[config.mk]
export PLATFORM = sky130hd
export DESIGN_NAME = dwsp_merge_flat
export DESIGN_NICKNAME = d
export VERILOG_FILES = /design/src/rtl/core/dual_wheel_speed_pid_unit_macros.svh /design/src/rtl/core/dwsp_pkg.sv /design/src/rtl/core/dwsp_motor_if.sv /design/src/rtl/core/dwsp_merge.sv /design/src/flat_wrapper.sv
export SDC_FILE = /design/constraint.sdc
export NUM_CORES = 1
export LEC_CHECK = 0
export BUFFER_PORTS_ARGS = -buffer_cell sky130_fd_sc_hd__buf_2
export CAP_MARGIN = 5
export CORE_MARGIN = 10
export CORE_UTILIZATION = 36
export CTS_BUF_LIST = sky130_fd_sc_hd__clkbuf_4 sky130_fd_sc_hd__clkbuf_8
export CTS_CLUSTER_SIZE = 25
export DETAILED_ROUTE_END_ITERATION = 12
export PLACE_DENSITY_LB_ADDON = 0.08
export SKIP_CTS_REPAIR_TIMING = 1
export SLEW_MARGIN = 20
export SYNTH_ARGS = -nofsm -noshare
export SYNTH_HDL_FRONTEND = slang
export SYNTH_SLANG_ARGS = --single-unit
[constraint.sdc]
create_clock -name clk -period 1.3 [get_ports clk]
set_clock_uncertainty 0.15 [all_clocks]
set_input_delay 0.195 -clock clk [delete_from_list [all_inputs] [get_ports clk]]
set_output_delay 0.195 -clock clk [all_outputs]
set_load 0.02 [all_outputs]
[src/rtl/core/dual_wheel_speed_pid_unit_macros.svh]
// Assertion macros shared by the dual wheel speed PID RTL.
`ifndef DUAL_WHEEL_SPEED_PID_UNIT_MACROS_SVH
`define DUAL_WHEEL_SPEED_PID_UNIT_MACROS_SVH

// Check a consequence in the same cycle as its condition.
`define DWSP_ASSERT_NOW(name, clk_s, rst_s, ante, cons, msg) \
    name: assert property (@(posedge clk_s) disable iff (!rst_s) (ante) |-> (cons)) \
        else $error(msg);

// Check a consequence in the cycle after its condition.
`define DWSP_ASSERT_NEXT(name, clk_s, rst_s, ante, cons, msg) \
    name: assert property (@(posedge clk_s) disable iff (!rst_s) (ante) |=> (cons)) \
        else $error(msg);

`endif

[src/rtl/core/dwsp_pkg.sv]
package dwsp_pkg;

    // Field and register widths
    localparam int DATA_W    = 16;
    localparam int CFG_IDX_W = 3;
    localparam int DUTY_W    = 7;
    localparam int ERR_W     = 24;
    localparam int INTEG_W   = 32;
    localparam int Q_FRAC_W  = 8;
    localparam int PCT_SHIFT = 16;

    // Slowdown datapath
    localparam int SLOW_PROD_W = 2 * DATA_W;
    localparam int SLOW_W      = SLOW_PROD_W - Q_FRAC_W;
    localparam int TGT_W       = SLOW_W + 2;

    // Lane datapath
    localparam int MUL_A_W = DATA_W + 1;
    localparam int MUL_B_W = INTEG_W + 1;
    localparam int PROD_W  = MUL_A_W + MUL_B_W;
    localparam int ACC_W   = PROD_W;
    localparam int SCL_W   = ACC_W + DUTY_W;
    localparam int DIFF_W  = 2 * DATA_W + 3;
    localparam int WHOLE_W = SCL_W - PCT_SHIFT;

    localparam logic [DUTY_W-1:0] DUTY_MAX = 7'd100;

    localparam logic signed [ERR_W-1:0] ERR_MAX_V = {1'b0, {(ERR_W-1){1'b1}}};
    localparam logic signed [ERR_W-1:0] ERR_MIN_V = {1'b1, {(ERR_W-1){1'b0}}};
    localparam logic signed [INTEG_W-1:0] INTEG_MAX_V = {1'b0, {(INTEG_W-1){1'b1}}};
    localparam logic signed [INTEG_W-1:0] INTEG_MIN_V = {1'b1, {(INTEG_W-1){1'b0}}};

    // Register indexes
    typedef enum logic [CFG_IDX_W-1:0] {
        CFG_SPEED_SETPOINT      = 3'd0,
        CFG_MIN_SPEED           = 3'd1,
        CFG_ANGLE_SLOWDOWN_GAIN = 3'd2,
        CFG_RATE_SLOWDOWN_GAIN  = 3'd3,
        CFG_SPEED_PER_COUNT     = 3'd4,
        CFG_PROP_GAIN           = 3'd5,
        CFG_INTEG_GAIN          = 3'd6,
        CFG_DERIV_GAIN          = 3'd7
    } cfg_idx_e;

    typedef struct packed {
        logic [DATA_W-1:0] speed_setpoint;
        logic [DATA_W-1:0] min_speed;
        logic [DATA_W-1:0] angle_slowdown_gain;
        logic [DATA_W-1:0] rate_slowdown_gain;
        logic [DATA_W-1:0] speed_per_count;
        logic [DATA_W-1:0] prop_gain;
        logic [DATA_W-1:0] integ_gain;
        logic [DATA_W-1:0] deriv_gain;
    } cfg_t;

    localparam cfg_t CFG_RESET = '{
        speed_setpoint:      16'd1536,
        min_speed:           16'd384,
        angle_slowdown_gain: 16'd0,
        rate_slowdown_gain:  16'd0,
        speed_per_count:     16'd0,
        prop_gain:           16'd0,
        integ_gain:          16'd0,
        deriv_gain:          16'd0
    };

    typedef struct packed {
        logic [DUTY_W-1:0] duty;
        logic              brake;
    } lane_res_t;

    typedef struct packed {
        logic      valid;
        lane_res_t res;
    } lane_stat_t;

endpackage

[src/rtl/core/dwsp_motor_if.sv]
interface dwsp_motor_if;
    import dwsp_pkg::*;

    logic              valid;
    logic              ready;
    logic [DUTY_W-1:0] duty_right;
    logic              brake_right;
    logic [DUTY_W-1:0] duty_left;
    logic              brake_left;

    modport source (
        output valid,
        output duty_right,
        output brake_right,
        output duty_left,
        output brake_left,
        input  ready
    );

    modport sink (
        input  valid,
        input  duty_right,
        input  brake_right,
        input  duty_left,
        input  brake_left,
        output ready
    );
endinterface

[src/rtl/core/dwsp_merge.sv]
module dwsp_merge (
    input  logic                  clk,
    input  logic                  rst_n,
    input  dwsp_pkg::lane_stat_t  stat_r,
    input  dwsp_pkg::lane_stat_t  stat_l,
    output logic                  take,
    dwsp_motor_if.source          motor
);
    import dwsp_pkg::*;

    logic      out_valid_reg;
    lane_res_t right_reg, left_reg;

    // Join both lanes once the output register is free
    assign take = stat_r.valid && stat_l.valid && (!out_valid_reg || motor.ready);

    always_ff @(posedge clk or negedge rst_n)
    begin
        if (!rst_n)
            out_valid_reg <= 1'b0;
        else if (take)
            out_valid_reg <= 1'b1;
        else if (motor.ready)
            out_valid_reg <= 1'b0;
    end

    always_ff @(posedge clk)
    begin
        if (take)
        begin
            right_reg <= stat_r.res;
            left_reg  <= stat_l.res;
        end
    end

    assign motor.valid       = out_valid_reg;
    assign motor.duty_right  = right_reg.duty;
    assign motor.brake_right = right_reg.brake;
    assign motor.duty_left   = left_reg.duty;
    assign motor.brake_left  = left_reg.brake;

endmodule

[src/flat_wrapper.sv]
// flat-port wrapper written by rule: the top's interface ports become plain ports
module dwsp_merge_flat import dwsp_pkg::*;
  (clk, rst_n, stat_r, stat_l, take, motor_valid, motor_duty_right, motor_brake_right, motor_duty_left, motor_brake_left, motor_ready);
  dwsp_motor_if motor_i ();
  input  logic clk;
  input  logic rst_n;
  input  dwsp_pkg::lane_stat_t stat_r;
  input  dwsp_pkg::lane_stat_t stat_l;
  output logic take;
  output wire logic [$bits(motor_i.valid)-1:0] motor_valid;
  output wire logic [$bits(motor_i.duty_right)-1:0] motor_duty_right;
  output wire logic [$bits(motor_i.brake_right)-1:0] motor_brake_right;
  output wire logic [$bits(motor_i.duty_left)-1:0] motor_duty_left;
  output wire logic [$bits(motor_i.brake_left)-1:0] motor_brake_left;
  input wire logic [$bits(motor_i.ready)-1:0] motor_ready;
  assign motor_valid = motor_i.valid;
  assign motor_duty_right = motor_i.duty_right;
  assign motor_brake_right = motor_i.brake_right;
  assign motor_duty_left = motor_i.duty_left;
  assign motor_brake_left = motor_i.brake_left;
  assign motor_i.ready = motor_ready;
  dwsp_merge u_core (.clk(clk), .rst_n(rst_n), .stat_r(stat_r), .stat_l(stat_l), .take(take), .motor(motor_i));
endmodule
# Word-level counts from Yosys, hierarchy flattened
# Cells that the tools add are included.
# totals
in_bits	21
output_inout_bits	18
register_bits	17
elab_cells	12
# classes
n_reduce_logical	5
mux	2
# ops
operator	n
logical AND 1 bit	2
two-way mux 1 bit	2
nonzero test 2 bit	1
zero test 1 bit	1
logical OR 1 bit	1

# Logic depth before layout (Yosys ltp)
# depth
ltp_word	4
mapped_depth	2
mapped_depth_nobuf	2

# Least setup slack after synthesis
# Ideal clock, no wire load.
# synth_timing
path_type	register -> register
from	register u_core.out_valid_reg, in the netlist u_core.motor.valid
to	register u_core.left_reg (netlist bit u_core.motor.brake_left), enable pin
setup_ns	0.386
n_path_buf	0
arrival_ns	1.155
t_required_ns	0.764
slack_ns	-0.391
stages_incl_launch_ff	2
synth_period_minus_slack_ns	1.691
cell_sequence	dfrtp_1 -> a21oi_2
# synth_via
elab_chain_cells	3
# synth_lines
element	line	rtl
start: declaration	dwsp_merge.sv:11	logic out_valid_reg;
start signal: assignment	dwsp_merge.sv:20	out_valid_reg <= 1'b0;
start signal: assignment	dwsp_merge.sv:22	out_valid_reg <= 1'b1;
start signal: assignment	dwsp_merge.sv:24	out_valid_reg <= 1'b0;
zero test 1 bit	dwsp_merge.sv:15	assign take = stat_r.valid && stat_l.valid && (!out_valid_reg || motor.ready);
logical OR 1 bit	dwsp_merge.sv:15	
logical AND 1 bit	dwsp_merge.sv:15	
named net take	flat_wrapper.sv:9	output logic take;
end signal: assignment	dwsp_merge.sv:32	left_reg <= stat_l.res;
end: declaration	dwsp_merge.sv:12	lane_res_t right_reg, left_reg;
# The timed path passes the listed nets, and every way through them passes these cells.
# A chain may end at the register's enable or synchronous reset.

# Worst setup path in the final report
# layout_timing
from	register u_core.out_valid_reg, in the netlist u_core.motor.valid
to	output port take
# layout_via
elab_chain_cells	3
# layout_lines
element	line
zero test 1 bit	dwsp_merge.sv:15
logical OR 1 bit	dwsp_merge.sv:15
logical AND 1 bit	dwsp_merge.sv:15
end: declaration	flat_wrapper.sv:9
# No other way between the ends.

==> results by group <==
Clock tree
  – H-tree levels: 1
  – Root Buffer: clkbuf_4
  – CTS clk-pin slew, worst paths: roughly 90 ps
  – Clk_lat worst skew: roughly 270 ps
  – Sink Count: 17
  – Longest Clk Path Bufs: 2
  – CTS tree: done
  – CTS Buf Count: 3

Drt
  – DRT Wirelength: 1.542 mm
  – Wire length per cell: about 15 microns
  – Post-route DRC: 0
  – Pre-Repair DR Iteration Count: 4
  – Routed vias/inst: around 4.3
  – Post-DRT Antenna Nets: 0
  – DR iter-0 viols: 12
  – Via count: ~430

Critical path
  – Crit path launch: u_core.motor.valid
  – Reg-to-reg startpoint: u_core.motor.valid
  – Critical-path top delay cell: dfrtp_2
  – Setup crit end kind: output pin
  – CP peak stage delay: 440 ps
  – CP startpoint kind: flip-flop
  – Crit path cell chain: a21oi_4 -> buf_6
  – CP Data Arrival Time: about 1100 ps
  – Data required time of the worst path: between 900 and 1000 ps
  – CP max FO: 3
  – WS Path Type: reg -> out

Hold path
  – Hold WC Path Type: in -> async

STA
  – RSZ-0062 raised after global routing: yes
  – Final worst path period need: around 1400 ps
  – PnR worst setup slack: -93.37 ps
  – Fin. max-slew vios: 0
  – Relative slew slack: around nine tenths
  – Crit share post-route: 107.2%
  – Final Hold Vio Count: 0
  – Setup violations, final: 15
  – Worst Max-Slew Pin Slew: 162.7 ps
  – Worst hold slack: 57.38 ps
  – Setup tns final: -829.9 ps
  – Fmax: around 0.72 GHz

Place
  – I/O Buffers: 38
  – Gp weighted congestion: between 0.6 and 0.7
  – DP Cell Count: 76
  – Detail Placement HPWL: 1.067 mm

Layout
  – Syn-to-layout area delta: 87.82%
  – Ratio of cells with drive above 1 in the final layout: between 50% and 60%
  – Final Non-Filler Cells: 100
  – Fin nets: approximately 110
  – Fill count: 86
  – Area taken by flip-flops and latches: approximately 500 sq um
  – Antenna Diode Count: 0
  – Multi-input gate area: 28.78 sq um

Pwr
  – Worst vdd ir: 0.8739 mV
  – Power Density: about 1100 nW/um^2
  – LEAKAGE: 0.0004423 uW

Logic synthesis
  – Distinct cell type count after synthesis: 6
  – Cells after synthesis: 22
  – EDFF count, synth: 16
  – Primary FF master, synth: edfxtp_1
  – Synth area leader: edfxtp_1
  – Flops & latches, synth: 17
  – Mapped Avg Cell Area: 24.28 sq um
  – Yosys warns: 0
  – Synth top area share: around nine tenths
  – Post-synthesis sequential area ratio: between 90% and 100%
  – Top cells by area, synth: edfxtp_1, dfrtp_1, a21oi_2, o21ai_2, inv_1
  – Asr flop ratio synth: about 6%
  – Area of the mapped netlist: roughly 530 sq um
  – Syn Nets: 43
  – Most frequent cell after synthesis: edfxtp_1
  – Top cells by count, synth: edfxtp_1, inv_1

Floorplanning
  – Die Y: around 59 microns
  – Die Footprint: 3425 sq um
  – Std cell rows: 13
  – Ports: 39
  – Initial Utilization: 39.57%
  – Horiz. Die Dim: between 50 and 60 microns
  – Core ar.: roughly 1400 sq um

GRT
  – GRT Residual Overflow: 0
  – First-pass GRT wire length: between 1.5 and 2 mm
  – Vias in the first global route: 423
  – Largest net degree at the start of global routing: 15
  – Initial antenna violation count: 0
  – GRT Total Usage: roughly 7.3%

Status
  – Status: finished with violations
  – Failing checks: negative setup slack

Run
  – Total of max-cap violations: 0
-- per-layer routing --
metal	GRT usage, %	share of wire, %
met5	0	0
met4	3.020	0.58
met3	5.365	10
met2	12.29	53
met1	6.607	36
-- area by class of cell --
class,count,area share [%]
sequential,17,50.50
timing repair buffer,59,41.02
clock buffer,4,2.993
multi-input combinational,3,2.868
tap,15,1.870
inverter,2,0.7481
-- report_power, final --
part	internal, uW	leakage [uW]	switching, uW	total, uW
logic	89.1	0.000264	76.2	165
clock network	140	0.0000184	149	289
registers	628	0.000160	8.13	636
total	856	0.000442	234	1090
-- per-stage QoR --
step	total power [uW]	worst slack, ps	area [sq um]	util (%)
6_report	1090	-93.37	1003	74.33
3_5_place_dp	765.0	50.37	772.0	57.18
3_3_place_gp	761.9	84.36	772.0	57.18
5_1_grt	1148	-142.2	1003	74.33
4_1_cts	1048	-194.1	802.0	59.41
2_1_floorplan	699.1	-137.5	543.0	-
-- final timing paths --
kind,end,slack [ps],cells past startpoint
setup / recovery,take,-90,2
hold / removal,u_core.motor.valid,60,2
setup reg to reg,u_core.motor.duty_right[4],-60,3
hold reg to reg,u_core.motor.valid,440,2
max in group asynchronous,u_core.motor.valid,850,2
min in group clk,u_core.motor.valid,60,3
-- cell families after synthesis --
family	count (synthesis)	share of synthesized area, %
simple gates	1	0.7019
flops	17	94.61
compound gates	2	3.279
buf+inv	2	1.406
-- flip-flops by register name (all words and copies together) (netlist names) --
name / count
u_core.motor.brake_right: 1
u_core.motor.brake_left: 1
u_core.motor.duty_left: 7
u_core.motor.duty_right: 7
u_core.motor.valid: 1
-- critical path: cells and delay by family (launching register included) --
family | cells | cell delay (ps)
AO/OA/AOI/OAI | 1 | 190
flip-flops | 1 | 440
buffers and inverters | 1 | 140
-- cells in the final DEF (no fill, tap or decap) --
cell type      instances
buf_6                  1
nand2_1                1
buf_12                 1
edfxtp_1              16
inv_1                  2
dlygate4sd3_1         18
a21oi_4                1
o21ai_2                1
clkbuf_4               4
dfrtp_2                1
buf_2                 37
buf_4                  2
(Power assumes the default switching activity.)
