==> src/rtl/core/dual_wheel_speed_pid_unit_macros.svh <==
// Assertion macros shared by the dual wheel speed PID RTL.
`ifndef DUAL_WHEEL_SPEED_PID_UNIT_MACROS_SVH
`define DUAL_WHEEL_SPEED_PID_UNIT_MACROS_SVH

// Check a consequence in the same cycle as its condition.
`define DWSP_ASSERT_NOW(name, clk_s, rst_s, ante, cons, msg) \
    name: assert property (@(posedge clk_s) disable iff (!rst_s) (ante) |-> (cons)) \
        else $error(msg);

// Check a consequence in the cycle after its condition.
`define DWSP_ASSERT_NEXT(name, clk_s, rst_s, ante, cons, msg) \
    name: assert property (@(posedge clk_s) disable iff (!rst_s) (ante) |=> (cons)) \
        else $error(msg);

`endif

==> src/rtl/core/dwsp_pkg.sv <==
package dwsp_pkg;

    // Field and register widths
    localparam int DATA_W    = 16;
    localparam int CFG_IDX_W = 3;
    localparam int DUTY_W    = 7;
    localparam int ERR_W     = 24;
    localparam int INTEG_W   = 32;
    localparam int Q_FRAC_W  = 8;
    localparam int PCT_SHIFT = 16;

    // Slowdown datapath
    localparam int SLOW_PROD_W = 2 * DATA_W;
    localparam int SLOW_W      = SLOW_PROD_W - Q_FRAC_W;
    localparam int TGT_W       = SLOW_W + 2;

    // Lane datapath
    localparam int MUL_A_W = DATA_W + 1;
    localparam int MUL_B_W = INTEG_W + 1;
    localparam int PROD_W  = MUL_A_W + MUL_B_W;
    localparam int ACC_W   = PROD_W;
    localparam int SCL_W   = ACC_W + DUTY_W;
    localparam int DIFF_W  = 2 * DATA_W + 3;
    localparam int WHOLE_W = SCL_W - PCT_SHIFT;

    localparam logic [DUTY_W-1:0] DUTY_MAX = 7'd100;

    localparam logic signed [ERR_W-1:0] ERR_MAX_V = {1'b0, {(ERR_W-1){1'b1}}};
    localparam logic signed [ERR_W-1:0] ERR_MIN_V = {1'b1, {(ERR_W-1){1'b0}}};
    localparam logic signed [INTEG_W-1:0] INTEG_MAX_V = {1'b0, {(INTEG_W-1){1'b1}}};
    localparam logic signed [INTEG_W-1:0] INTEG_MIN_V = {1'b1, {(INTEG_W-1){1'b0}}};

    // Register indexes
    typedef enum logic [CFG_IDX_W-1:0] {
        CFG_SPEED_SETPOINT      = 3'd0,
        CFG_MIN_SPEED           = 3'd1,
        CFG_ANGLE_SLOWDOWN_GAIN = 3'd2,
        CFG_RATE_SLOWDOWN_GAIN  = 3'd3,
        CFG_SPEED_PER_COUNT     = 3'd4,
        CFG_PROP_GAIN           = 3'd5,
        CFG_INTEG_GAIN          = 3'd6,
        CFG_DERIV_GAIN          = 3'd7
    } cfg_idx_e;

    typedef struct packed {
        logic [DATA_W-1:0] speed_setpoint;
        logic [DATA_W-1:0] min_speed;
        logic [DATA_W-1:0] angle_slowdown_gain;
        logic [DATA_W-1:0] rate_slowdown_gain;
        logic [DATA_W-1:0] speed_per_count;
        logic [DATA_W-1:0] prop_gain;
        logic [DATA_W-1:0] integ_gain;
        logic [DATA_W-1:0] deriv_gain;
    } cfg_t;

    localparam cfg_t CFG_RESET = '{
        speed_setpoint:      16'd1536,
        min_speed:           16'd384,
        angle_slowdown_gain: 16'd0,
        rate_slowdown_gain:  16'd0,
        speed_per_count:     16'd0,
        prop_gain:           16'd0,
        integ_gain:          16'd0,
        deriv_gain:          16'd0
    };

    typedef struct packed {
        logic [DUTY_W-1:0] duty;
        logic              brake;
    } lane_res_t;

    typedef struct packed {
        logic      valid;
        lane_res_t res;
    } lane_stat_t;

endpackage

==> src/rtl/core/dwsp_slow.sv <==
module dwsp_slow (
    input  logic                          clk,
    input  logic                          rst_n,
    input  dwsp_pkg::cfg_t                cfg,
    input  logic                          start,
    input  logic [dwsp_pkg::DATA_W-1:0]   angle,
    input  logic [dwsp_pkg::DATA_W-1:0]   rate,
    output logic                          target_valid,
    output logic [dwsp_pkg::DATA_W-1:0]   target
);
    import dwsp_pkg::*;

    typedef enum logic [3:0] {
        S_IDLE = 4'b0001,
        S_ANG  = 4'b0010,
        S_RATE = 4'b0100,
        S_TGT  = 4'b1000
    } slow_state_e;

    slow_state_e              state_reg, state_next;
    logic [DATA_W-1:0]        angle_reg, rate_reg;
    logic [DATA_W-1:0]        op_gain, op_mag;
    logic [SLOW_PROD_W-1:0]   prod_reg;
    logic [SLOW_W-1:0]        slow_angle_reg;
    logic signed [TGT_W-1:0]  tgt_raw;
    logic [DATA_W-1:0]        target_next, target_reg;
    logic                     valid_reg;

    // Advance through the two products and the floor
    always_comb
    begin
        state_next = state_reg;
        unique case (state_reg)
            S_IDLE: if (start) state_next = S_ANG;
            S_ANG:  state_next = S_RATE;
            S_RATE: state_next = S_TGT;
            S_TGT:  state_next = S_IDLE;
        endcase
    end

    // Select the operands of the shared multiplier
    always_comb
    begin
        if (state_reg == S_ANG)
        begin
            op_gain = cfg.angle_slowdown_gain;
            op_mag  = angle_reg;
        end
        else
        begin
            op_gain = cfg.rate_slowdown_gain;
            op_mag  = rate_reg;
        end
    end

    // Subtract both slowdown terms at full width, then floor at min_speed
    always_comb
    begin
        tgt_raw = TGT_W'({1'b0, cfg.speed_setpoint})
                - TGT_W'({1'b0, slow_angle_reg})
                - TGT_W'({1'b0, prod_reg[SLOW_PROD_W-1:Q_FRAC_W]});
        if (tgt_raw < $signed(TGT_W'({1'b0, cfg.min_speed})))
            target_next = cfg.min_speed;
        else
            target_next = tgt_raw[DATA_W-1:0];
    end

    always_ff @(posedge clk or negedge rst_n)
    begin
        if (!rst_n)
        begin
            state_reg <= S_IDLE;
            valid_reg <= 1'b0;
        end
        else
        begin
            state_reg <= state_next;
            valid_reg <= (state_reg == S_TGT);
        end
    end

    // Hold the magnitudes, products and target
    always_ff @(posedge clk)
    begin
        if (state_reg == S_IDLE && start)
        begin
            angle_reg <= angle;
            rate_reg  <= rate;
        end
        prod_reg <= op_gain * op_mag;
        if (state_reg == S_RATE)
            slow_angle_reg <= prod_reg[SLOW_PROD_W-1:Q_FRAC_W];
        if (state_reg == S_TGT)
            target_reg <= target_next;
    end

    assign target_valid = valid_reg;
    assign target       = target_reg;

endmodule

==> config.mk <==
export PLATFORM = sky130hd
export DESIGN_NAME = dwsp_slow
export DESIGN_NICKNAME = d
export VERILOG_FILES = /design/src/rtl/core/dual_wheel_speed_pid_unit_macros.svh /design/src/rtl/core/dwsp_pkg.sv /design/src/rtl/core/dwsp_slow.sv
export SDC_FILE = /design/constraint.sdc
export NUM_CORES = 1
export LEC_CHECK = 0
export BUFFER_PORTS_ARGS = -buffer_cell sky130_fd_sc_hd__buf_4
export CORE_ASPECT_RATIO = 0.75
export CORE_MARGIN = 1.5
export CORE_UTILIZATION = 60
export DETAILED_ROUTE_END_ITERATION = 10
export HOLD_SLACK_MARGIN = 0.05
export MAX_ROUTING_LAYER = met4
export PLACE_DENSITY = 0.92
export SYNTH_ARGS = -nofsm -noshare
export SYNTH_HDL_FRONTEND = slang
export SYNTH_SLANG_ARGS = --single-unit
==> constraint.sdc <==
create_clock -name clk -period 10.6 [get_ports clk]
set_clock_uncertainty 0.1 [all_clocks]
set_input_delay 2.12 -clock clk [delete_from_list [all_inputs] [get_ports clk]]
set_output_delay 2.12 -clock clk [all_outputs]
set_load 0.03 [all_outputs]
# Yosys cells after proc, flatten, opt, wreduce, memory -nomap -nowiden
# Index checks and enable logic that the tools add are counted.
# classes
n_lt_le_gt_ge	1
n_eq_ne	5
n_reduce_logical	1
muxes	5
addsub	2
mul	1
# ops
op	count
16-bit two-way mux	3
16-bit by 16-bit multiplier with 32-bit output	1
26-bit by 17-bit less-than comparator with 1-bit output	1
25-bit by 25-bit subtractor with 26-bit output	1
16-bit by 24-bit subtractor with 25-bit output	1
4-bit case mux with 4 select lines	1
4-bit by 1-bit equality test with 1-bit output, second input constant	1
4-bit by 2-bit equality test with 1-bit output, second input constant	1
4-bit by 3-bit equality test with 1-bit output, second input constant	1
4-bit equality test, second input constant	1
4-bit two-way mux	1
2-bit != test, second input constant	1
1-bit logical AND	1
# word_totals
inputBits	163
elab_cells	22
register_bits	109
out_inout_bits	17

# Depth between registers and ports, before layout
# Gate-level depths: netlist (run 1).
# logic_depth
word_depth	4
mapped_depth	29
mapped_depth_nobuf	28

# Worst setup path after synthesis (run 1)
# No wires, ideal clock.
# synth_timing
kind	input -> register
startpoint	in cfg[93] in the netlist's numbering
endpoint	reg prod_reg[24]
t_required_ns	10.428
path_stages	22
slack_ns	2.410
n_path_buf	1
setup_time_ns	0.072
arrival_ns	8.018
path_cell_list	mux2_2 -> clkbuf_1 -> nand2_1 -> fa_1 -> fa_1 -> fa_1 -> inv_1 -> fa_1 -> fa_1 -> inv_1 -> fa_1 -> inv_1 -> ha_1 -> a21o_1 -> a221oi_1 -> o21ai_0 -> a21o_1 -> a32o_1 -> o41a_1 -> a221o_1 -> a21oi_1 -> xnor2_1
# synth_between
elab_chain_cells	2
# synth_lines
item	line	source
from (decl)	dwsp_slow.sv:4	input dwsp_pkg::cfg_t cfg,
16-bit two-way mux	dwsp_slow.sv:44	if (state_reg == S_ANG)
16-bit by 16-bit multiplier with 32-bit output	dwsp_slow.sv:90	prod_reg <= op_gain * op_mag;
to (signal assigned)	dwsp_slow.sv:90	
to (decl)	dwsp_slow.sv:23	logic [SLOW_PROD_W-1:0] prod_reg;
# Every way passes these cells.
# A chain may end at the register's enable or synchronous reset.

# Worst setup path in the final report (run 1)
# layout_timing
startpoint	in cfg[85] in the netlist's numbering
endpoint	reg prod_reg[24]
# Same word-level chain as after synthesis.

==> results of run 1 <==
==> metal layers <==
metal | wire length, µm | vias to the layer above
li1 | - | 5029
met5 | 0 | -
met1 | 13200 | 5453
met4 | 1340 | 0
met2 | 16900 | 553
met3 | 3120 | 132
==> final timing paths <==
path	slack (ns)	endpoint
worst min-delay path	0.33	slow_angle_reg[14]$_DFFE_PP_
worst max-delay path	1.76	prod_reg[24]$_DFF_P_
min in group asynchronous	1.45	state_reg[3]$_DFFE_PN0P_
worst min register to register	0.33	slow_angle_reg[14]$_DFFE_PP_
max in group asynchronous	8.76	state_reg[0]$_DFFE_PN1P_
worst max register to register	1.79	prod_reg[24]$_DFF_P_
==> cell type report <==
| cell class | instances | area [µm²] | share of cell area [%] |
|---|---|---|---|
| repair buffers | 133 | 1010 | 6.43 |
| clock inverters | 5 | 65.1 | 0.414 |
| well taps | 300 | 375 | 2.39 |
| inverters | 293 | 1100 | 7.00 |
| flip-flops and latches | 101 | 2770 | 17.6 |
| multi-input cells | 1067 | 10200 | 64.7 |
| clock buffers | 11 | 233 | 1.48 |
==> through the flow <==
stage / instance area [µm²] / setup slack (ns) / utilization, % / hold WS (ns)
after floorplan: 14100 / 2.41 / - / 0.308
after global placement: 15400 / 1.66 / 66.9 / 0.319
after detailed placement: 15400 / 1.54 / 66.9 / 0.315
after CTS: 15700 / 1.87 / 68.2 / 0.332
after global routing: 15700 / 1.45 / 68.2 / 0.343
final: 15700 / 1.76 / 68.2 / 0.330
==> synth_stat cells (21+ instances only) <==
cell type  count  area [µm²]
o21ai_0       27         135
a21o_1        22         165
ha_1         156        1950
nor2_1       168         631
mux2_2        35         394
dfxtp_1       24         480
inv_1        293        1100
nor3_1        21         105
mux2i_1       35         350
xnor2_1       43         377
nand2_1      158         593
a21oi_1       38         190
fa_1         195        3900
edfxtp_1      72        2160
==> cell usage in the layout (no fill, tap or decap), types with 12 or more instances in the layout <==
cell / n
nand2_1: 158
o21ai_0: 27
nand3_1: 13
fa_1: 195
mux2_2: 35
a21o_1: 22
dfxtp_1: 24
a21oi_1: 38
nor3_1: 20
nor2_1: 168
xor2_1: 14
mux2i_1: 35
ha_1: 156
buf_4: 132
nand2b_1: 12
edfxtp_1: 72
inv_1: 293
xnor2_1: 43
o21a_1: 13
==> cells by family (layout without fill, tap and decap cells) <==
logic type               Yosys count  count (layout)  synth area share (%)
XOR/XNOR                          57              57                  3.54
AND/OR/NAND/NOR                  424             424                  12.9
adder cells (fa/ha/maj)          351             351                  41.5
flip-flops                       101             101                  19.6
multiplexers                      79              79                  6.21
AO/OA/AOI/OAI                    156             156                  7.74
buffers and inverters            315             442                  8.45
==> impl_metrics.yaml, run 1 <==
run_status:
  status: "complete, but fails checks"
  violations: "design-rule violations"
final_layout:
  fin_cells: 1910
  drive_gt1_share_pct: 13.2
  num-nets-final: 2119
  fillers: 1728
  area_growth_pct: 11.5
  n_antenna_cell: 0
floorplanning:
  core_area_mm2: 0.0231
  start_util_pct: 61.1
  rows: 48
  ios: 180
  die_w_um: 180
  dieArea_mm2: 0.0244
  die_h_um: 136
placed_design:
  post-place-cells: 1894
  hpwl_mm: 27.8
  gp_congestion: 0.962
  port_buffers: 115
global_route:
  grtUsageMet1_pct: 35.1
  grt-ovfl-total: 0
  grt.total_usage_pct: 30.6
  grt_pass1_vias: 12042
  top_usage_layer: "met2"
  antenna_found_initial: 0
  grt_max_degree: 36
  met3_usage_pct: 6.75
  grt_pass1_wl_mm: 56.8
  met2_usage_pct: 52.9
synthesis:
  avgSynthCellArea_um2: 9.51
  synth_warnings: 0
  synthDistinctLibCells: 68
  synth_area_mm2: 0.0141
  synth_fp_nets: 1997
  postSynth.asyncResetShare_pct: 4.95
  synth_enable_flop_cells: 72
  ys_ff_latch: 101
  synthCells: 1483
  ys.flop_type: "edfxtp_1"
  yosysSeqAreaShare_pct: 19.6
setup_path:
  slowest_stage: "mux2i_1"
  cp_max_fo: 8
  slowest_delay_ns: 0.85
  r2r.worst_path.cells: 24
  worst-path-stages: 23
  path_cells: "buf_4 > mux2i_1 > nor2_1 > fa_1 > inv_1 > fa_1 > inv_1 > fa_1 > fa_1 > fa_1 > inv_1 > fa_1 > inv_1 > ha_1 > and3_1 > a221oi_1 > o21ai_0 > a21o_1 > a32o_1 > o41a_1 > a221o_1 > a21oi_1 > xnor2_1"
  cp_num_buf_inv: 5
  critPathArrivalTime_ns: 9.03
  end_kind: "flip-flop"
  crit_family: "adder cells"
  startpoint: "cfg[85]"
  critical_path_class: "in -> reg"
  r2r_start: "state_reg[2]$_DFFE_PN0P_"
  crit_path_start_kind: "input port"
  path_common_cell: "fa_1"
  cp.required_ns: 10.79
clock_network:
  clock_path_buffers: 2
  hold_buffers: 0
  cts.repair.resized: 0
  cts_setup_buffers: 0
  numCtsBuffers: 9
  cts_tree: "yes"
  path_clk_slew_ns: 0.07
  htree_levels: 3
  clockRootBuffer: "clkbuf_16"
  cts.sinks: 101
  insertion_delay_ns: 0.36
drt:
  vias: 11167
  wl_mm: 34.6
  ant_nets: 0
  dr.pass1.iters: 10
  drtIter0Drc: 908
  vias_per_cell: 5.85
  drc: 1
  routedWlPerCell_um: 18.1
sta:
  max-slew-margin-rel_pct: 16.8
  fin_setup_tns_ns: 0
  max_freq_mhz: 113
  final-setup-viol-count: 0
  rsz0062_at_grt: "false"
  min_period_ns: 8.84
  worst_pin_slew_ns: 1.24
  maxSlewViolCount: 0
  fin_crit_sh_pct: 83.4
  final-hold-violation-count: 0
hold_path:
  min_from: "prod_reg[22]$_DFF_P_"
  worst_hold_path_type: "reg -> reg"
  hold_depth: 0
job:
  drv_cap: 0
Power of run 1 is not shown: default switching activity piles up to over one toggle a cycle in this logic, so the estimate is an artifact.
==> run 2, diff against run 1 <==
==> constraint.sdc (replaced) <==
create_clock -name clk -period 8.95 [get_ports clk]
set_clock_uncertainty 0.1 [all_clocks]
set_input_delay 1.79 -clock clk [delete_from_list [all_inputs] [get_ports clk]]
set_output_delay 1.79 -clock clk [all_outputs]
set_load 0.03 [all_outputs]
==> impl_metrics.yaml, run 2 (synthesis results as in run 1) <==
clock_network:
  insertion_delay_ns: 0.37
  clockRootBuffer: "clkbuf_16"
  cts_setup_buffers: 0
  clock_path_buffers: 2
  cts.repair.resized: 0
  numCtsBuffers: 9
  cts.sinks: 101
  cts_tree: "yes"
  hold_buffers: 0
  htree_levels: 3
  path_clk_slew_ns: 0.07
global_route:
  grt_pass1_vias: 12325
  antenna_found_initial: 0
  grt_pass1_wl_mm: 59.1
  grt.total_usage_pct: 31.9
  grt-ovfl-total: 0
  grt_max_degree: 66
drt:
  vias_per_cell: 5.96
  drtIter0Drc: 993
  ant_nets: 0
  wl_mm: 36.0
  drc: 0
  routedWlPerCell_um: 18.8
  dr.pass1.iters: 8
  vias: 11438
setup_path:
  critical_path_class: "in -> reg"
  critPathArrivalTime_ns: 8.66
  crit_path_start_kind: "input port"
  cp.required_ns: 9.14
  end_kind: "flip-flop"
  cp_max_fo: 7
sta:
  holdWs_ns: 0.334
  max-slew-margin-rel_pct: 18.1
  rsz0062_at_grt: "false"
  maxSlewViolCount: 0
  worst_pin_slew_ns: 1.23
  final-setup-viol-count: 0
  fin_crit_sh_pct: 94.7
  max_freq_mhz: 118
  fin_setup_tns_ns: 0
  final-hold-violation-count: 0
  min_period_ns: 8.47
final_layout:
  n_antenna_cell: 0
  area_growth_pct: 11.9
  num-nets-final: 2127
  final_cell_mix: "inv_1, fa_1, nor2_1"
  final_common_cell: "inv_1"
  regArea_mm2: 0.00277
  drive_gt1_share_pct: 13.6
  multi_input_area_mm2: 0.0102
  fillers: 1693
floorplanning:
  core_area_mm2: 0.0231
  dieArea_mm2: 0.0244
  start_util_pct: 61.1
  ios: 180
  die_w_um: 180
  rows: 48
  die_h_um: 136
placed_design:
  port_buffers: 115
  gp_congestion: 1.01
  hpwl_mm: 28.8
run_status:
  status: "finished, final reports clean"
hold_path:
  worst_hold_path_type: "reg -> reg"
job:
  drv_cap: 0
==> run 2: cell count changes in the layout (fill, tap and decap cells not counted) <==
cell        delta
buf_4          +8
clkbuf_1       -1
clkinv_1       +1
clkinv_2       +1
clkinv_4       +2
clkinvlp_4     +1
inv_6          -4
==> run 2: per-stage QoR <==
stage | instances | instance area [µm²] | worst slack, ns | utilization (%)
6_report | 1918 | 15800 | 0.476 | 68.4
5_1_grt | 1918 | 15800 | 0.210 | 68.4
3_3_place_gp | 1902 | 15500 | 0.572 | 67.1
3_5_place_dp | 1902 | 15500 | 0.300 | 67.1
4_1_cts | 1918 | 15800 | 0.603 | 68.4
2_1_floorplan | 1483 | 14100 | 1.03 | -
==> run 2: area by class of cell <==
class	instances	share of cell area [%]
Multi-Input combinational cell	1067	64.5
Sequential cell	101	17.6
Inverter	293	6.97
Timing Repair Buffer	141	6.79
Tap cell	300	2.38
Clock buffer	10	1.45
Clock inverter	6	0.404
==> run 2: path summary, 6_finish.rpt <==
path                                          endpoint                     start  cells after the start  slack, ns
max reg2reg                       prod_reg[24]$_DFF_P_  state_reg[1]$_DFFE_PN0P_                     24       0.68
max                               prod_reg[24]$_DFF_P_                   cfg[90]                     23       0.48
min in group asynchronous     state_reg[3]$_DFFE_PN0P_                     rst_n                      1       1.11
max in group asynchronous     state_reg[0]$_DFFE_PN1P_                     rst_n                      1       7.44
min reg2reg                slow_angle_reg[5]$_DFFE_PP_      prod_reg[13]$_DFF_P_                      0       0.33
min                        slow_angle_reg[5]$_DFFE_PP_      prod_reg[13]$_DFF_P_                      0       0.33
==> run 2: metal layers <==
layer  part of all wire, %  global-route usage (%)
met1                    37                    36.3
met2                    49                    54.0
met3                   9.5                    7.26
met4                   4.5                    15.8
met5                     0                       -
==> run 2: worst max-delay path, cell delays in order <==
cell and delay (ns):
buf_4 0.11, mux2i_1 0.61, nor2_1 0.17, fa_1 0.57, inv_1 0.06, fa_1 0.46, fa_1 0.52, inv_1 0.05
fa_1 0.49, fa_1 0.49, inv_1 0.05, fa_1 0.49, inv_1 0.06, ha_1 0.35, a21o_1 0.19, a221oi_1 0.28
o21ai_0 0.21, a21o_1 0.25, a32o_1 0.33, o41a_1 0.39, a221o_1 0.35, a21oi_1 0.22, xnor2_1 0.15
Power of run 2 is left out for the same reason.
