<file path="src/rtl/core/dual_wheel_speed_pid_unit_macros.svh">
// Assertion macros shared by the dual wheel speed PID RTL.
`ifndef DUAL_WHEEL_SPEED_PID_UNIT_MACROS_SVH
`define DUAL_WHEEL_SPEED_PID_UNIT_MACROS_SVH

// Check a consequence in the same cycle as its condition.
`define DWSP_ASSERT_NOW(name, clk_s, rst_s, ante, cons, msg) \
    name: assert property (@(posedge clk_s) disable iff (!rst_s) (ante) |-> (cons)) \
        else $error(msg);

// Check a consequence in the cycle after its condition.
`define DWSP_ASSERT_NEXT(name, clk_s, rst_s, ante, cons, msg) \
    name: assert property (@(posedge clk_s) disable iff (!rst_s) (ante) |=> (cons)) \
        else $error(msg);

`endif

</file>
<file path="src/rtl/core/dwsp_pkg.sv">
package dwsp_pkg;

    // Field and register widths
    localparam int DATA_W    = 16;
    localparam int CFG_IDX_W = 3;
    localparam int DUTY_W    = 7;
    localparam int ERR_W     = 24;
    localparam int INTEG_W   = 32;
    localparam int Q_FRAC_W  = 8;
    localparam int PCT_SHIFT = 16;

    // Slowdown datapath
    localparam int SLOW_PROD_W = 2 * DATA_W;
    localparam int SLOW_W      = SLOW_PROD_W - Q_FRAC_W;
    localparam int TGT_W       = SLOW_W + 2;

    // Lane datapath
    localparam int MUL_A_W = DATA_W + 1;
    localparam int MUL_B_W = INTEG_W + 1;
    localparam int PROD_W  = MUL_A_W + MUL_B_W;
    localparam int ACC_W   = PROD_W;
    localparam int SCL_W   = ACC_W + DUTY_W;
    localparam int DIFF_W  = 2 * DATA_W + 3;
    localparam int WHOLE_W = SCL_W - PCT_SHIFT;

    localparam logic [DUTY_W-1:0] DUTY_MAX = 7'd100;

    localparam logic signed [ERR_W-1:0] ERR_MAX_V = {1'b0, {(ERR_W-1){1'b1}}};
    localparam logic signed [ERR_W-1:0] ERR_MIN_V = {1'b1, {(ERR_W-1){1'b0}}};
    localparam logic signed [INTEG_W-1:0] INTEG_MAX_V = {1'b0, {(INTEG_W-1){1'b1}}};
    localparam logic signed [INTEG_W-1:0] INTEG_MIN_V = {1'b1, {(INTEG_W-1){1'b0}}};

    // Register indexes
    typedef enum logic [CFG_IDX_W-1:0] {
        CFG_SPEED_SETPOINT      = 3'd0,
        CFG_MIN_SPEED           = 3'd1,
        CFG_ANGLE_SLOWDOWN_GAIN = 3'd2,
        CFG_RATE_SLOWDOWN_GAIN  = 3'd3,
        CFG_SPEED_PER_COUNT     = 3'd4,
        CFG_PROP_GAIN           = 3'd5,
        CFG_INTEG_GAIN          = 3'd6,
        CFG_DERIV_GAIN          = 3'd7
    } cfg_idx_e;

    typedef struct packed {
        logic [DATA_W-1:0] speed_setpoint;
        logic [DATA_W-1:0] min_speed;
        logic [DATA_W-1:0] angle_slowdown_gain;
        logic [DATA_W-1:0] rate_slowdown_gain;
        logic [DATA_W-1:0] speed_per_count;
        logic [DATA_W-1:0] prop_gain;
        logic [DATA_W-1:0] integ_gain;
        logic [DATA_W-1:0] deriv_gain;
    } cfg_t;

    localparam cfg_t CFG_RESET = '{
        speed_setpoint:      16'd1536,
        min_speed:           16'd384,
        angle_slowdown_gain: 16'd0,
        rate_slowdown_gain:  16'd0,
        speed_per_count:     16'd0,
        prop_gain:           16'd0,
        integ_gain:          16'd0,
        deriv_gain:          16'd0
    };

    typedef struct packed {
        logic [DUTY_W-1:0] duty;
        logic              brake;
    } lane_res_t;

    typedef struct packed {
        logic      valid;
        lane_res_t res;
    } lane_stat_t;

endpackage

</file>
<file path="src/rtl/core/dwsp_lane.sv">
`include "dual_wheel_speed_pid_unit_macros.svh"

module dwsp_lane (
    input  logic                          clk,
    input  logic                          rst_n,
    input  dwsp_pkg::cfg_t                cfg,
    input  logic                          start,
    input  logic [dwsp_pkg::DATA_W-1:0]   target,
    input  logic [dwsp_pkg::DATA_W-1:0]   count,
    input  logic                          take,
    output dwsp_pkg::lane_stat_t          stat
);
    import dwsp_pkg::*;

    typedef enum logic [9:0] {
        S_IDLE  = 10'b00_0000_0001,
        S_MEAS  = 10'b00_0000_0010,
        S_ERR   = 10'b00_0000_0100,
        S_PTERM = 10'b00_0000_1000,
        S_DTERM = 10'b00_0001_0000,
        S_ITERM = 10'b00_0010_0000,
        S_SUM   = 10'b00_0100_0000,
        S_SCALE = 10'b00_1000_0000,
        S_DONE  = 10'b01_0000_0000,
        S_HOLD  = 10'b10_0000_0000
    } lane_state_e;

    lane_state_e                state_reg, state_next;
    logic [DATA_W-1:0]          target_reg, count_reg;
    logic signed [MUL_A_W-1:0]  op_a;
    logic signed [MUL_B_W-1:0]  op_b;
    logic signed [PROD_W-1:0]   mul_reg;
    logic signed [DIFF_W-1:0]   diff;
    logic signed [ERR_W-1:0]    err_next, err_reg, last_err_reg;
    logic signed [ERR_W:0]      deriv_reg;
    logic signed [INTEG_W:0]    integ_sum;
    logic signed [INTEG_W-1:0]  integ_next, integ_reg;
    logic                       windup, windup_reg;
    logic signed [ACC_W-1:0]    acc_reg;
    logic signed [SCL_W-1:0]    acc_ext, scaled, scaled_reg;
    logic [WHOLE_W-1:0]         whole;
    logic [DUTY_W-1:0]          duty_next, last_duty_reg;
    logic                       brake_next;
    lane_res_t                  res_reg;
    logic                       res_valid_reg;

    // Step through the products on one shared multiplier
    always_comb
    begin
        state_next = state_reg;
        unique case (state_reg)
            S_IDLE:  if (start) state_next = S_MEAS;
            S_MEAS:  state_next = S_ERR;
            S_ERR:   state_next = S_PTERM;
            S_PTERM: state_next = S_DTERM;
            S_DTERM: state_next = S_ITERM;
            S_ITERM: state_next = S_SUM;
            S_SUM:   state_next = S_SCALE;
            S_SCALE: state_next = S_DONE;
            S_DONE:  state_next = S_HOLD;
            S_HOLD:  if (take) state_next = S_IDLE;
        endcase
    end

    // Select multiplier operands
    always_comb
    begin
        op_a = '0;
        op_b = '0;
        unique case (state_reg)
            S_MEAS:
            begin
                op_a = {1'b0, cfg.speed_per_count};
                op_b = MUL_B_W'(count_reg);
            end
            S_PTERM:
            begin
                op_a = {1'b0, cfg.prop_gain};
                op_b = MUL_B_W'(err_reg);
            end
            S_DTERM:
            begin
                op_a = {1'b0, cfg.deriv_gain};
                op_b = MUL_B_W'(deriv_reg);
            end
            S_ITERM:
            begin
                op_a = {1'b0, cfg.integ_gain};
                op_b = windup_reg ? '0 : MUL_B_W'(integ_reg);
            end
            default:
            begin
                op_a = '0;
                op_b = '0;
            end
        endcase
    end

    // Saturate the speed error to 24 bits
    always_comb
    begin
        diff = DIFF_W'($signed({1'b0, target_reg})) - $signed(mul_reg[DIFF_W-1:0]);
        if (diff[DIFF_W-1:ERR_W-1] == '0 || diff[DIFF_W-1:ERR_W-1] == '1)
            err_next = diff[ERR_W-1:0];
        else if (diff[DIFF_W-1])
            err_next = ERR_MIN_V;
        else
            err_next = ERR_MAX_V;
    end

    // Clear the integral at a rail when the error pushes further, else saturate
    always_comb
    begin
        windup = (last_duty_reg == DUTY_MAX && !err_reg[ERR_W-1] && (|err_reg))
              || (last_duty_reg == '0 && err_reg[ERR_W-1]);
        integ_sum = (INTEG_W+1)'(integ_reg) + (INTEG_W+1)'(err_reg);
        if (integ_sum[INTEG_W] == integ_sum[INTEG_W-1])
            integ_next = integ_sum[INTEG_W-1:0];
        else if (integ_sum[INTEG_W])
            integ_next = INTEG_MIN_V;
        else
            integ_next = INTEG_MAX_V;
    end

    // Scale by 100 as a shift-add
    always_comb
    begin
        acc_ext = SCL_W'(acc_reg);
        scaled  = (acc_ext <<< 6) + (acc_ext <<< 5) + (acc_ext <<< 2);
    end

    // Truncate toward zero and clamp to the duty range
    always_comb
    begin
        whole = scaled_reg[SCL_W-1:PCT_SHIFT];
        if (scaled_reg[SCL_W-1])
        begin
            duty_next  = '0;
            brake_next = !((&whole) && (|scaled_reg[PCT_SHIFT-1:0]));
        end
        else if (whole > WHOLE_W'(DUTY_MAX))
        begin
            duty_next  = DUTY_MAX;
            brake_next = 1'b0;
        end
        else
        begin
            duty_next  = whole[DUTY_W-1:0];
            brake_next = 1'b0;
        end
    end

    // Control and controller state
    always_ff @(posedge clk or negedge rst_n)
    begin
        if (!rst_n)
        begin
            state_reg     <= S_IDLE;
            res_valid_reg <= 1'b0;
            last_err_reg  <= '0;
            integ_reg     <= '0;
            last_duty_reg <= '0;
        end
        else
        begin
            state_reg <= state_next;
            if (state_reg == S_PTERM)
            begin
                last_err_reg <= err_reg;
                integ_reg    <= windup ? '0 : integ_next;
            end
            if (state_reg == S_DONE)
            begin
                last_duty_reg <= duty_next;
                res_valid_reg <= 1'b1;
            end
            else if (state_reg == S_HOLD && take)
            begin
                res_valid_reg <= 1'b0;
            end
        end
    end

    // Datapath registers
    always_ff @(posedge clk)
    begin
        mul_reg <= op_a * op_b;
        if (state_reg == S_IDLE && start)
        begin
            target_reg <= target;
            count_reg  <= count;
        end
        if (state_reg == S_ERR)
            err_reg <= err_next;
        if (state_reg == S_PTERM)
        begin
            deriv_reg  <= (ERR_W+1)'(err_reg) - (ERR_W+1)'(last_err_reg);
            windup_reg <= windup;
        end
        unique case (state_reg)
            S_DTERM: acc_reg <= mul_reg;
            S_ITERM: acc_reg <= acc_reg - mul_reg;
            S_SUM:   acc_reg <= acc_reg + mul_reg;
            default: acc_reg <= acc_reg;
        endcase
        if (state_reg == S_SCALE)
            scaled_reg <= scaled;
        if (state_reg == S_DONE)
        begin
            res_reg.duty  <= duty_next;
            res_reg.brake <= brake_next;
        end
    end

    assign stat.valid = res_valid_reg;
    assign stat.res   = res_reg;

    `DWSP_ASSERT_NOW(a_start_idle, clk, rst_n, start, state_reg == S_IDLE, "lane started while busy")
    `DWSP_ASSERT_NEXT(a_windup_clear, clk, rst_n, (state_reg == S_PTERM) && windup, integ_reg == '0, "integral not cleared on windup")
    `DWSP_ASSERT_NEXT(a_duty_track, clk, rst_n, state_reg == S_DONE, res_reg.duty == last_duty_reg, "last duty differs from result")
    `DWSP_ASSERT_NOW(a_brake_zero, clk, rst_n, res_valid_reg && res_reg.brake, res_reg.duty == '0, "brake with nonzero duty")

endmodule

</file>
<file path="config.mk">
export PLATFORM = sky130hd
export DESIGN_NAME = dwsp_lane
export DESIGN_NICKNAME = d
export VERILOG_FILES = /design/src/rtl/core/dwsp_pkg.sv /design/src/rtl/core/dwsp_lane.sv
export VERILOG_INCLUDE_DIRS = /design/src /design/src/rtl/core
export SDC_FILE = /design/constraint.sdc
export NUM_CORES = 2
export LEC_CHECK = 0
export ABC_AREA = 1
export ABC_CLOCK_PERIOD_IN_PS = 11100
export BUFFER_PORTS_ARGS = -buffer_cell sky130_fd_sc_hd__buf_2
export CORE_MARGIN = 3
export CORE_UTILIZATION = 31
export CTS_BUF_LIST = sky130_fd_sc_hd__clkbuf_4 sky130_fd_sc_hd__clkbuf_8
export DETAILED_ROUTE_END_ITERATION = 7
export GPL_TIMING_DRIVEN = 0
export PLACE_DENSITY = 0.43
export SETUP_SLACK_MARGIN = 0.02
export SYNTH_ARGS = -nofsm -noshare
export SYNTH_HDL_FRONTEND = slang
export SYNTH_SLANG_ARGS = --single-unit
</file>
<file path="constraint.sdc">
create_clock -name clk -period 11.1 [get_ports clk]
set_input_delay 0.555 -clock clk [delete_from_list [all_inputs] [get_ports clk]]
set_output_delay 0.555 -clock clk [all_outputs]
set_load 0.01 [all_outputs]
</file>
======== After elaboration in Yosys (flattened, before gate mapping) ========
Index checks and enable logic that the tools add are counted.
word-level totals
  input bits .............................. 164
  output and inout port bits .............. 9
  register bits ........................... 321
  logic and storage cells ................. 73
cells by class
  $lt $le $gt $ge ......................... 1
  equality and inequality tests ........... 15
  multiplexer cells ....................... 16
  multiply operators ...................... 1
  reductions and logical operators ........ 18
  add/subtract/negate cells ............... 7
operators by type and width
  cell                                                                    number
  50-bit case mux with 3 select lines                                     1
  33-bit case mux with 4 select lines                                     1
  10-bit case mux with 10 select lines                                    1
  32-bit two-way mux                                                      3
  16-bit case mux with 4 select lines                                     1
  56-bit by 55-bit adder with 57-bit output                               1
  57-bit by 52-bit adder with 57-bit output                               1
  50-bit adder                                                            1
  17-bit by 33-bit multiplier with 50-bit output                          1
  50-bit subtractor                                                       1
  24-bit two-way mux                                                      2
  41-bit by 7-bit > comparator with 1-bit output, second input constant   1
  41-bit AND reduction                                                    1
  17-bit by 35-bit subtractor with 35-bit output                          1
  32-bit by 24-bit adder with 33-bit output                               1
  33-bit two-way mux                                                      1
  24-bit by 24-bit subtractor with 25-bit output                          1
  24-bit OR reduction                                                     1
  10-bit two-way mux                                                      2
  16-bit OR reduction                                                     1
  7-bit two-way mux                                                       2
  12-bit equality test, second input constant                             1
  12-bit zero test                                                        1
  10-bit by 1-bit equality test with 1-bit output, second input constant  1
  20 further kinds                                                        29

======== Depth between registers and ports, before layout ========
  depth in word-level cells ............... 5
  mapped depth ............................ 38
  gate-level depth less buffers ........... 35

======== Worst setup path after synthesis ========
Ideal clock, no wire load.
  kind .................................... register to register
  start ................................... register state_reg[0]
  end ..................................... register mul_reg[40]
  clock period less this slack ............ 6.650 ns
  arrival time ............................ 6.530 ns
  setup time .............................. 0.120 ns
  setup slack ............................. 4.450 ns
  path buffers ............................ 3
  required time ........................... 10.980 ns
  cell stages (with the launch flop) ...... 34
  cells stage by stage .................... dfstp_2 -> nor2_1 -> nand2_2 -> nor2_1 -> nand2_1 -> inv_2 -> buf_6 -> buf_2 -> nand2_1 -> nand3_1 -> a21oi_1 -> buf_2 -> nor2_1 -> fa_1 -> inv_1 -> fa_1 -> fa_1 -> inv_1 -> fa_1 -> fa_1 -> inv_1 -> fa_1 -> inv_1 -> ha_1 -> nand2_1 -> nor2_1 -> inv_1 -> nor2_1 -> inv_1 -> nor3b_1 -> nor2_1 -> o21ai_0 -> a21oi_1 -> xnor2_1
between the ends
  cells in the longest elaborated chain, start to end .. 3
  elaborated cells on any way between the ends .. 7
  those cells by class .................... mul: 1; eq/ne: 4; mux: 2
RTL lines
  what                                                                                        line              RTL
  start, declared                                                                             dwsp_lane.sv:28   lane_state_e state_reg, state_next;
  start signal, assigned                                                                      dwsp_lane.sv:166  state_reg <= state_next;
  10-bit by 6-bit equality test with 1-bit output, or another cell as far along               dwsp_lane.sv:70   unique case (state_reg)
  16-bit case mux with 4 select lines or 33-bit case mux with 4 select lines (tied branches)  dwsp_lane.sv:70
  17-bit by 33-bit multiplier with 50-bit output *                                            dwsp_lane.sv:187  mul_reg <= op_a * op_b;
  end signal, assigned                                                                        dwsp_lane.sv:187
  end, declared                                                                               dwsp_lane.sv:32   logic signed [PROD_W-1:0] mul_reg;
Mark *: on every way between the ends. The rest lies on a longest branch, timed or not.
A chain may end at the register's enable or synchronous reset.

======== Final worst setup path ========
  start ................................... register state_reg[0]
  end ..................................... register mul_reg[38]
Same word-level chain as after synthesis.

==> key figures <==
Drt
  – Drt pass-1 iters: 7
  – Via-per-instance ratio: 4.92
  – Routed wire length: 172,000 um
  – Drt initial violations: 2,420
  – Via count: 38,400
  – Post-DR wirelength/cell: 22.1 um
  – DRC: 0
  – Remaining antenna violation count: 0

Yosys
  – Post-synth EDFFs: 195
  – Yosys cell types: 60
  – Syn_nets: 6,677
  – Synth async-reset ratio: 23.2%
  – Top cell type's share of synthesized area: 24.8%
  – Sequential fraction of the synthesis area: 19.7%
  – YS warnings: 0
  – FF+latch count, synth: 319
  – Post-synthesis instance total: 5,677
  – Mapped Area: 0.0441 mm^2
  – Ys flop type: edfxtp_1
  – Synthesized area per cell: 7.77 um^2
  – Largest cells by area after synthesis: fa_1 (25%), edfxtp_1 (13%), nand2_1 (11%), inv_1 (9.0%), ha_1 (8.2%)
  – Cell taking the most area after synthesis: fa_1

Setup path
  – Worst setup path start: state_reg[0]
  – CP max stage delay: 0.80 ns
  – Crit path to: mul_reg[38]
  – Worst R2R End: mul_reg[38]
  – WS Path Type: reg2reg
  – R2R setup slack: 1.62 ns
  – CP Capture Type: register
  – Cell repeated most along the worst path: fa_1
  – Crit-path slowest cell: clkinv_1
  – CP startpoint kind: register
  – CP required: 11.70 ns
  – CP Max Fanout: 10
  – WP data arrival: 10.07 ns
  – R2r startpoint: state_reg[0]
  – R2R depth: 32

Clock tree
  – Cts hold-fix bufs: 32
  – CTS sink count: 319
  – CTS tree: built
  – TritonCTS buffer count: 56
  – Clk Latency, worst-skew pair: 0.72 ns
  – Number of post-CTS setup repair buffers: 0
  – Worst-path clk slew: 0.07 ns
  – H-tree levels: 2
  – CTS resizes: 0
  – Clock buffer depth: 3
  – Clk root buf: clkbuf_8

Global route
  – Initial antenna violation count: 4
  – Global-route total usage across every layer: 23.4%
  – First-pass GRT wire length: 256,000 um
  – Vias in the first global route: 40,000
  – Largest net degree at the start of global routing: 55
  – Total gr overflow: 0

Power
  – Sequential share of power: 15.9%
  – Clock share of power: 11.2%
  – Sw Ratio: 56.9%
  – Pint: 0.00511 W
  – Combinational cell fraction of total power: 72.9%
  – Worst IR drop on VDD: 118 uV
  – Leak: 23.2 nW
  – PD cells: 242 mW/mm^2
  – Psw: 0.00675 W

Timing
  – Fin. Hold Viols: 0
  – Final setup vio count: 0
  – Post-route setup TNS: 0 ns
  – Relative slew slack: -0.612%
  – Clock Skews: 0.0573 ns
  – Max Clock Freq: 0.106 GHz
  – RSZ-0062 raised after global routing: no
  – Slew Limit Fails: 7
  – Final worst path period share: 85.4%
  – Worst-Margin Slew: 1.51 ns
  – Final min period: 9.48 ns

Placement
  – Placed cells: 7,672
  – Gpl congestion: 1.01
  – HPWL Detailed: 148,000 um
  – Port Buf Inserts: 108

Die
  – Die ar.: 0.147 mm^2
  – Io pins: 173
  – DIE WIDTH: 383 um
  – Starting Density: 31.4%
  – Die Ht: 383 um
  – # rows: 137
  – Core footprint: 0.140 mm^2

Layout
  – Nets: 6,886
  – Leading cell type in the layout, fill and taps excluded: nand2_1
  – Most frequent cells in the layout: nand2_1 (1,338), inv_1 (1,054), nor2_1 (563)
  – Post-route insts no fill: 7,811
  – Area grow syn2layout: 10.8%
  – Layout cells sized above 1: 7.28%
  – Largest register FFs: 55

Status
  – Status: finished, violations left
  – Failing checks: capacitance limit, slew limit

Run
  – Number of max-cap violations: 1

Worst hold path
  – Worst Hold Class: in2reg
[Yosys cell counts (all sizes together) (58+ instances only)]
cell type and number:
nor3 67, inv 1083, fa 546, buf 92, xor2 155, a31oi 58
o21ai 247, dfrtp 73, xnor2 85, ha 290, edfxtp 195, nor2 584
a21oi 304, nand3 227, nand2 1345
[worst min path at each step]
stage	slack, ns	to	from	cells past startpoint
2_1_floorplan	0.26	integ_reg[0]	rst_n	0
3_3_place_gp	0.47	last_err_reg[0]	last_err_reg[0]	2
3_5_place_dp	0.47	last_duty_reg[0]	last_duty_reg[0]	2
4_1_cts	0.04	target_reg[13]	target[13]	1
5_1_grt	0.08	state_reg[0]	take	3
6_report	0.12	state_reg[0]	take	3
[routing by layer]
metal | global-route usage, % | part of all wire, % | vias to the layer above
li1 | - | - | 18300
met1 | 31.4 | 45 | 19000
met2 | 39.4 | 47 | 899
met3 | 1.91 | 3.7 | 238
met4 | 8.25 | 3.9 | 0
met5 | 0 | 0 | -
[worst max-delay path, delay by kind of cell, from the launching register on]
family | cells | cell delay [ns]
fa+ha+maj | 7 | 3.44
simple gates | 12 | 2.02
buf+inv | 9 | 1.75
compound gates | 3 | 1.38
flops | 1 | 0.53
xor+xnor | 1 | 0.19
[layout make-up]
class	count	area (um^2)
Fill cell	15100	91500
Multi-Input combinational cell	4156	30800
Sequential cell	319	8710
Inverter	1085	4080
Tap cell	1876	2350
Timing Repair Buffer	151	1020
Clock buffer	78	1000
Buffer	117	653
Clock inverter	28	333
Antenna cell	1	2.50
[logic make-up after synthesis]
kind of cell | synth area share [%]
compound gates | 10.0
buf+inv | 10.7
mux | 0.0227
fa+ha+maj | 33.0
flops | 19.7
xor+xnor | 4.76
simple gates | 21.8
[per-stage QoR]
step / setup WS [ns] / hold WS (ns) / instance area, um^2 / total power [W] / utilization, %
global placement: 1.54 / 0.467 / 47000 / 0.0105 / 33.5
CTS: 1.50 / 0.0373 / 48900 / 0.0119 / 34.8
global route: 1.07 / 0.0782 / 48900 / 0.0129 / 34.8
finish: 1.62 / 0.123 / 48900 / 0.0119 / 34.8
floorplan: 4.45 / 0.259 / 44100 / 0.00746 / -
detailed placement: 1.49 / 0.471 / 47200 / 0.0105 / 33.6
[power groups by stage]
stage | Sequential (W) | Combinational [W] | Clock [W]
finish | 0.00188 | 0.00865 | 0.00132
global route | 0.00191 | 0.00962 | 0.00141
CTS | 0.00188 | 0.00865 | 0.00137
detailed placement | 0.00190 | 0.00860 | 0
global placement | 0.00190 | 0.00860 | 0
floorplan | 0.00177 | 0.00569 | 0
No activity file was read; power rests on OpenSTA's default activity.
